File: config.mk
export PLATFORM = sky130hd
export DESIGN_NAME = checked_bit_field_unpacker_7_9
export DESIGN_NICKNAME = d
export VERILOG_FILES = /design/src/rtl/ckbu_pkg.sv /design/src/rtl/ckbu_csr.sv /design/src/rtl/ckbu_extract.sv /design/src/rtl/checked_bit_field_unpacker_7_9.sv
export SDC_FILE = /design/constraint.sdc
export NUM_CORES = 1
export LEC_CHECK = 0
export BUFFER_PORTS_ARGS = -buffer_cell sky130_fd_sc_hd__buf_2
export CORE_ASPECT_RATIO = 1.1
export CORE_UTILIZATION = 35
export DETAILED_ROUTE_END_ITERATION = 7
export GPL_TIMING_DRIVEN = 0
export SYNTH_ARGS = -nofsm -noshare
export SYNTH_HDL_FRONTEND = slang
export SYNTH_SLANG_ARGS = --single-unit
File: constraint.sdc
create_clock -name clock -period 8.75 [get_ports clock]
set_input_delay 0 -clock clock [delete_from_list [all_inputs] [get_ports clock]]
set_output_delay 0 -clock clock [all_outputs]
set_load 0.1 [all_outputs]
File: src/rtl/ckbu_pkg.sv
// ----------------------------------------------------------------------------
// ckbu_pkg
// Types and constants shared by the checked 7/9-bit field unpacker.
// ----------------------------------------------------------------------------
package ckbu_pkg;

   localparam int MAX_ELEMENTS = 1024;
   localparam int ACC_W = 16;
   localparam int HELD_W = 5;
   localparam int CNT_W = 11;
   localparam int ELEM_W = 9;
   localparam int LEN_W = $clog2(MAX_ELEMENTS + 1);
   localparam int CMP_W = ((LEN_W > CNT_W) ? LEN_W : CNT_W) + 1;

   typedef logic [ACC_W-1:0] acc_type;
   typedef logic [HELD_W-1:0] held_type;
   typedef logic [CNT_W-1:0] cnt_type;
   typedef logic [ELEM_W-1:0] elem_type;
   typedef logic [CMP_W-1:0] cmp_type;

   localparam cmp_type MAX_LEN = cmp_type'(MAX_ELEMENTS);
   localparam held_type WIDTH_7 = 5'd7;
   localparam held_type WIDTH_9 = 5'd9;
   localparam elem_type MASK_7 = 9'h07F;
   localparam elem_type MASK_9 = 9'h1FF;
   localparam held_type HELD_MAX = 5'd16;
   localparam held_type BYTE_BITS = 5'd8;

   typedef enum logic [1:0] {
      ST_OK    = 2'd0,
      ST_PAD   = 2'd1,
      ST_RANGE = 2'd2
   } status_type;

   typedef enum logic [1:0] {
      CSR_WIDTH_MODE    = 2'd0,
      CSR_ELEMENT_COUNT = 2'd1,
      CSR_UPPER_BOUND   = 2'd2
   } csr_index_type;

   typedef struct packed {
      logic     width_mode;
      cnt_type  element_count;
      elem_type upper_bound;
   } cfg_type;

   typedef struct packed {
      acc_type  acc;
      held_type held;
      cnt_type  done;
      logic     range_ok;
   } frame_type;

   typedef struct packed {
      elem_type   element;
      logic       last;
      status_type status;
      frame_type  next;
   } extract_type;

endpackage

File: src/rtl/ckbu_csr.sv
// ----------------------------------------------------------------------------
// ckbu_csr
// Configuration registers: element width, element count and upper bound.
// ----------------------------------------------------------------------------
module ckbu_csr (
   input  logic                  clock,
   input  logic                  reset,
   input  logic                  csr_wr_en,
   input  logic [1:0]            csr_addr,
   input  logic [10:0]           csr_wr_data,
   output ckbu_pkg::cfg_type     cfg
);

   ckbu_pkg::cfg_type cfg_ff;
   ckbu_pkg::cfg_type cfg_in;

   always_comb begin
      cfg_in = cfg_ff;
      if (csr_wr_en) begin
         case (ckbu_pkg::csr_index_type'(csr_addr))
            ckbu_pkg::CSR_WIDTH_MODE: begin
               cfg_in.width_mode = csr_wr_data[0];
            end
            ckbu_pkg::CSR_ELEMENT_COUNT: begin
               cfg_in.element_count = csr_wr_data;
            end
            ckbu_pkg::CSR_UPPER_BOUND: begin
               cfg_in.upper_bound = csr_wr_data[8:0];
            end
            default: begin
               cfg_in = cfg_ff;
            end
         endcase
      end
   end

   always_ff @(posedge clock) begin
      if (reset) begin
         cfg_ff.width_mode    <= 1'b1;
         cfg_ff.element_count <= 11'd1;
         cfg_ff.upper_bound   <= 9'h1FF;
      end else begin
         cfg_ff <= cfg_in;
      end
   end

   assign cfg = cfg_ff;

endmodule

File: src/rtl/ckbu_extract.sv
// ----------------------------------------------------------------------------
// ckbu_extract
// Takes one element from the bit accumulator, checks its range, detects the
// end of the frame with its padding check, and forms the next frame state.
// ----------------------------------------------------------------------------
module ckbu_extract (
   input  ckbu_pkg::cfg_type     cfg,
   input  ckbu_pkg::frame_type   frame,
   output ckbu_pkg::extract_type result
);

   ckbu_pkg::held_type w;
   ckbu_pkg::elem_type mask;
   ckbu_pkg::elem_type elem;
   ckbu_pkg::acc_type  acc_sh;
   ckbu_pkg::held_type held_rem;
   ckbu_pkg::acc_type  pad_mask;
   ckbu_pkg::cmp_type  cnt_x;
   ckbu_pkg::cmp_type  len;
   ckbu_pkg::cmp_type  done_p1;
   logic               range_ok_new;
   logic               pad_bad;
   logic               is_last;

   always_comb begin
      w        = cfg.width_mode ? ckbu_pkg::WIDTH_9 : ckbu_pkg::WIDTH_7;
      mask     = cfg.width_mode ? ckbu_pkg::MASK_9 : ckbu_pkg::MASK_7;
      elem     = frame.acc[8:0] & mask;
      acc_sh   = frame.acc >> w;
      held_rem = frame.held - w;
      pad_mask = ~(ckbu_pkg::acc_type'('1) << held_rem);
      pad_bad  = |(acc_sh & pad_mask);

      range_ok_new = frame.range_ok & (elem <= cfg.upper_bound);

      cnt_x = ckbu_pkg::cmp_type'(cfg.element_count);
      if (cnt_x == '0) begin
         len = ckbu_pkg::cmp_type'(1);
      end else if (cnt_x > ckbu_pkg::MAX_LEN) begin
         len = ckbu_pkg::MAX_LEN;
      end else begin
         len = cnt_x;
      end
      done_p1 = ckbu_pkg::cmp_type'(frame.done) + ckbu_pkg::cmp_type'(1);
      is_last = done_p1 >= len;

      result.element = elem;
      result.last    = is_last;
      result.status  = ckbu_pkg::ST_OK;
      if (is_last) begin
         if (pad_bad) begin
            result.status = ckbu_pkg::ST_PAD;
         end else if (!range_ok_new) begin
            result.status = ckbu_pkg::ST_RANGE;
         end
         result.next.acc      = '0;
         result.next.held     = '0;
         result.next.done     = '0;
         result.next.range_ok = 1'b1;
      end else begin
         result.next.acc      = acc_sh;
         result.next.held     = held_rem;
         result.next.done     = done_p1[ckbu_pkg::CNT_W-1:0];
         result.next.range_ok = range_ok_new;
      end
   end

endmodule

File: src/rtl/checked_bit_field_unpacker_7_9.sv
// ----------------------------------------------------------------------------
// checked_bit_field_unpacker_7_9
// Unpacks 7-bit or 9-bit elements from a byte stream, least significant bit
// first, with a range check on every element and a padding check at frame end.
// ----------------------------------------------------------------------------
// One element leaves per cycle through the result register while the result
// side does not stall. A byte is merged into the bit accumulator in the same
// cycle as the element extraction that makes room for it, so a new byte can
// be taken while earlier bits are still being drained; a 9-bit stream takes
// one byte per cycle when the result side does not stall. The rate is set by
// the single extraction unit feeding the result register. Elements are taken
// only in response to an item, so bits left over after a change of width wait
// for the next item.
module checked_bit_field_unpacker_7_9 (
   input  logic        clock,
   input  logic        reset,
   input  logic        req_valid,
   output logic        req_ready,
   input  logic [7:0]  req_byte_in,
   output logic        rsp_valid,
   input  logic        rsp_ready,
   output logic [8:0]  rsp_element,
   output logic        rsp_last,
   output logic [1:0]  rsp_status,
   input  logic        csr_wr_en,
   input  logic [1:0]  csr_addr,
   input  logic [10:0] csr_wr_data
);

   ckbu_pkg::cfg_type     cfg;
   ckbu_pkg::frame_type   frame_ff;
   ckbu_pkg::frame_type   frame_in;
   ckbu_pkg::frame_type   base;
   ckbu_pkg::extract_type ext;
   ckbu_pkg::held_type    w;
   logic                  have_elem;
   logic                  out_free;
   logic                  fire;
   logic                  more;
   logic                  req_take;
   logic                  busy_ff;
   logic                  busy_in;

   logic                  rsp_valid_ff;
   logic                  rsp_valid_in;
   ckbu_pkg::elem_type    rsp_element_ff;
   logic                  rsp_last_ff;
   ckbu_pkg::status_type  rsp_status_ff;

   ckbu_csr u_csr (
      .clock       (clock),
      .reset       (reset),
      .csr_wr_en   (csr_wr_en),
      .csr_addr    (csr_addr),
      .csr_wr_data (csr_wr_data),
      .cfg         (cfg)
   );

   ckbu_extract u_extract (
      .cfg    (cfg),
      .frame  (frame_ff),
      .result (ext)
   );

   always_comb begin
      w         = cfg.width_mode ? ckbu_pkg::WIDTH_9 : ckbu_pkg::WIDTH_7;
      have_elem = busy_ff && (frame_ff.held >= w);
      out_free  = !rsp_valid_ff || rsp_ready;
      fire      = have_elem && out_free;
      base      = fire ? ext.next : frame_ff;
      more      = busy_ff && (base.held >= w);
      req_ready = !more;
      req_take  = req_valid && req_ready;

      frame_in = base;
      if (req_take) begin
         frame_in.acc  = base.acc | (ckbu_pkg::acc_type'(req_byte_in) << base.held);
         frame_in.held = base.held + ckbu_pkg::BYTE_BITS;
      end

      busy_in      = req_take || more;
      rsp_valid_in = fire || (rsp_valid_ff && !rsp_ready);
   end

   always_ff @(posedge clock) begin
      if (reset) begin
         frame_ff.acc      <= '0;
         frame_ff.held     <= '0;
         frame_ff.done     <= '0;
         frame_ff.range_ok <= 1'b1;
         busy_ff           <= 1'b0;
         rsp_valid_ff      <= 1'b0;
      end else begin
         frame_ff     <= frame_in;
         busy_ff      <= busy_in;
         rsp_valid_ff <= rsp_valid_in;
      end
   end

   always_ff @(posedge clock) begin
      if (fire) begin
         rsp_element_ff <= ext.element;
         rsp_last_ff    <= ext.last;
         rsp_status_ff  <= ext.status;
      end
   end

   assign rsp_valid   = rsp_valid_ff;
   assign rsp_element = rsp_element_ff;
   assign rsp_last    = rsp_last_ff;
   assign rsp_status  = rsp_status_ff;

`ifndef ASSERT_OFF
   a_held_bound: assert property (@(posedge clock) disable iff (reset)
      frame_ff.held <= ckbu_pkg::HELD_MAX)
      else $error("bit accumulator holds more than sixteen bits");

   a_take_fills: assert property (@(posedge clock) disable iff (reset)
      req_valid && req_ready |=> frame_ff.held >= ckbu_pkg::BYTE_BITS)
      else $error("accepted item did not reach the accumulator");

   a_last_clears: assert property (@(posedge clock) disable iff (reset)
      fire && ext.last |=> frame_ff.done == '0 && frame_ff.range_ok)
      else $error("frame state not restarted after the last element");

   a_status_only_last: assert property (@(posedge clock) disable iff (reset)
      rsp_valid && !rsp_last |-> rsp_status == ckbu_pkg::ST_OK)
      else $error("status set on an item that is not last");
`endif

endmodule

==> run_results.csv <==
group,metric,value,unit
clock_network,clockBufferDepth,2,
logic_synthesis,synth_edf_count,12,
place,globalplace.congestion,0.841,
sta,max_freq,187,MHz
critical_path,end_kind,"flop",
clock_network,cts_setup_buffers,0,
power_and_ir_drop,leakagePower,2.11,nW
sta,period_needed,5340,ps
power_and_ir_drop,power_density,183,mW/mm2
critical_path,critical_path_required,9010,ps
place,portBuffers,39,
critical_path,path_cells,"ha_1 > and3_1 > clkbuf_1 > nand3_1 > nor2_1 > xor2_1 > ha_1 > and3_1 > nand4_1 > or3_1 > and3_1 > inv_2 > o31a_1 > inv_2 > clkbuf_1 > ha_1 > nor4_1 > o2111ai_1 > or4_1 > a21oi_1",
grt,grt_max_degree,22,
status,status,"completed",
cells_and_area,layout.nets,645,
critical_path,critPathTopFamily,"simple AND/OR/NAND/NOR gates",
route,num_vias,4158,
sta,fin_crit_sh,0.611,
logic_synthesis,yosysSeqAreaShare,0.344,
clock_network,clk_pin_slew_worst_paths,60,ps
power_and_ir_drop,internal_power,617,uW
route,drt_iter0_markers,289,
sta,worst_pin_slew,1170,ps
power_and_ir_drop,comb_power_share,0.252,
power_and_ir_drop,switching_share,0.341,
cells_and_area,ff_latch_area,0.00148,mm2
logic_synthesis,synth_cells,524,
logic_synthesis,async_flop_share,0,
logic_synthesis,synth_cell_types,62,
place,place_area,0.00469,mm2
clock_network,insertion_delay,340,ps
floorplanning,initial_core_util,0.358,
cells_and_area,fill_cells,1209,
grt,grt_pass1_wl,19900,um
cells_and_area,postLayoutCellArea,0.00511,mm2
route,final_antenna_net_count,0,
cells_and_area,diodes,0,
cells_and_area,multi_input_area,0.00263,mm2
grt,grt_pass1_vias,3952,
logic_synthesis,yosysWarnings,0,
logic_synthesis,syn_area_per_cell,8.22,um2
flow_run,drv_cap,0,
critical_path,slowest_stage,"or4_1",
cells_and_area,drive_gt1_frac,0.120,
route,finalWirelength,12200,um
logic_synthesis,yosys.area.top_type,"dfxtp_1",
floorplanning,io_pins,40,
logic_synthesis,synthTopCellsByCount,"nand2_1 (73), dfxtp_1 (56), a21oi_1 (52)",
critical_path,path_buf_inv,4,
grt,grt-ovfl-total,0,
clock_network,numCtsBuffers,9,
cells_and_area,area_growth,18.7,%
clock_network,htreeDepth,3,
logic_synthesis,syn_area,0.00431,mm2
clock_network,post_cts_resize_count,0,
logic_synthesis,yosys_register_bits,68,
floorplanning,die_w,108,um
route,vias_per_cell,5.57,
floorplanning,placement_rows,42,
grt,antenna_found_initial,0,
clock_network,clock_sinks,68,
critical_path,cp.arrival,5600,ps
place,dp_hpwl,9290,um
sta,rsz0062_at_grt,"no",
critical_path,cpPeakStageDelay,520,ps
logic_synthesis,synth_top_area_share,0.260,
hold_path,hold_path_startpoint,"reset",
power_and_ir_drop,power_frac_seq,0.387,
sta,hold_violations,0,
critical_path,critPathKind,"flop to flop",
floorplanning,die-area,0.0128,mm2
floorplanning,die_h,118,um
route,routedWlPerCell,16.3,um
clock_network,cts_tree,"yes",
logic_synthesis,ys.flop_type,"dfxtp_1",
clock_network,root_buffer,"clkbuf_16",
critical_path,worstSetupStartpointType,"flop",
critical_path,startpoint,"frame_ff[1]$_SDFFE_PP0P_",
hold_path,min_path_type,"input port to flop",
sta,slew_headroom,0.211,
power_and_ir_drop,p_clk_frac,0.361,
critical_path,crit_fanout,10,
route,route.detailed.drc,0,
route,drt_pass1_iterations,5,
logic_synthesis,synth.area.top_cells,"dfxtp_1 (26%), ha_1 (8.7%), edfxtp_1 (8.4%)",
logic_synthesis,syn_nets,581,
power_and_ir_drop,p_sw,320,uW
sta,setup_viol,0,
sta,fin_skew,7.92,ps
critical_path,reg2reg_from,"frame_ff[1]$_SDFFE_PP0P_",
sta,setup_tns,0,ps
power_and_ir_drop,peakVddDrop,0.105,mV
logic_synthesis,synth.most_common_cell,"nand2_1",
floorplanning,core_area,0.0120,mm2
grt,grt_usage,0.200,
sta,slew_viol_final,0,
[flip-flops by register name (all words and copies together) (netlist names)]
name	count
rsp_valid	1
rsp_element	9
busy_ff	1
u_csr.cfg	21
frame_ff	33
rsp_status	2
rsp_last	1
[cells in the final DEF (no fill, tap or decap), drive strengths merged, types with 5 or more instances in the layout]
master / netlist / routed
nand2: 73 / 73
o21a: 5 / 5
a21oi: 52 / 52
a221oi: 7 / 7
o41ai: 5 / 5
nor2: 46 / 46
nor2b: 5 / 5
o21ai: 16 / 16
nand3: 11 / 11
mux2i: 17 / 17
dlygate4sd3: 0 / 14
o211ai: 5 / 5
xnor2: 8 / 8
clkbuf: 22 / 31
nand4: 8 / 8
inv: 20 / 22
dfxtp: 56 / 56
and3: 12 / 12
edfxtp: 12 / 12
xor2: 6 / 6
ha: 30 / 30
buf: 5 / 44
a211o: 13 / 13
nor4: 6 / 6
nand2b: 7 / 7
nor3: 14 / 14
[routing by layer]
layer / GRT usage / up-vias / wire, um / part of all wire
met1: 0.274 / 1966 / 5820 / 0.48
li1: - / 2040 / - / -
met4: 0.0779 / 0 / 262 / 0.022
met2: 0.317 / 131 / 5480 / 0.45
met3: 0.0265 / 21 / 622 / 0.051
met5: 0 / - / 0 / 0
[per-stage QoR]
step	setup WS, ps	hold WS [ps]	cells	power, mW	util
global route	2960	63.0	747	0.978	0.425
finish	3410	49.0	747	0.937	0.425
global placement	3450	228	717	0.592	0.390
detailed placement	3500	231	717	0.596	0.390
CTS	3410	31.4	747	0.938	0.425
floorplan	4280	117	524	0.532	-
[worst min-delay path: stages]
cell and delay, ps:
buf_2 120, or2_2 140, o22ai_1 70
[what timing repair did]
action / 4_1_cts / 5_1_grt
hold buffers: 14 / 0
setup endpoints to repair: 0 / 0
endpoints found under the hold margin: 23 / 0
[final timing paths]
check | slack, ps | end | cells after the start
hold reg to reg | 480 | u_csr.cfg[10]$_SDFFE_PP0P_ | 2
setup reg to reg | 3410 | frame_ff[18]$_SDFF_PP0_ | 20
hold / removal | 50 | frame_ff[21]$_SDFF_PP0_ | 3
setup / recovery | 3410 | frame_ff[18]$_SDFF_PP0_ | 20
[final cells by class]
| cell class | instances | area share |
|---|---|---|
| Inverter | 22 | 0.0162 |
| Tap cell | 154 | 0.0377 |
| Sequential cell | 68 | 0.290 |
| Multi-Input combinational cell | 407 | 0.514 |
| Clock buffer | 9 | 0.0441 |
| Clock inverter | 7 | 0.00979 |
| Buffer | 27 | 0.0223 |
| Timing Repair Buffer | 53 | 0.0656 |
[logic make-up (layout without fill, tap and decap cells)]
family	Yosys count	count (layout)	share of synthesized area
compound gates	143	143	0.228
xor+xnor	14	14	0.0285
fa+ha+maj	31	31	0.0918
buf+inv	49	118	0.0456
flops	68	68	0.344
mux	18	18	0.0421
simple gates	201	201	0.220
[power groups by stage]
stage                     clock network [mW]  registers (mW)  logic [mW]
after floorplan                            0           0.379       0.153
after global placement                     0           0.368       0.224
after detailed placement                   0           0.369       0.227
after CTS                              0.342           0.362       0.234
after global routing                   0.354           0.365       0.260
final                                  0.338           0.363       0.236
Note: power is estimated with default switching activity, not from simulation.
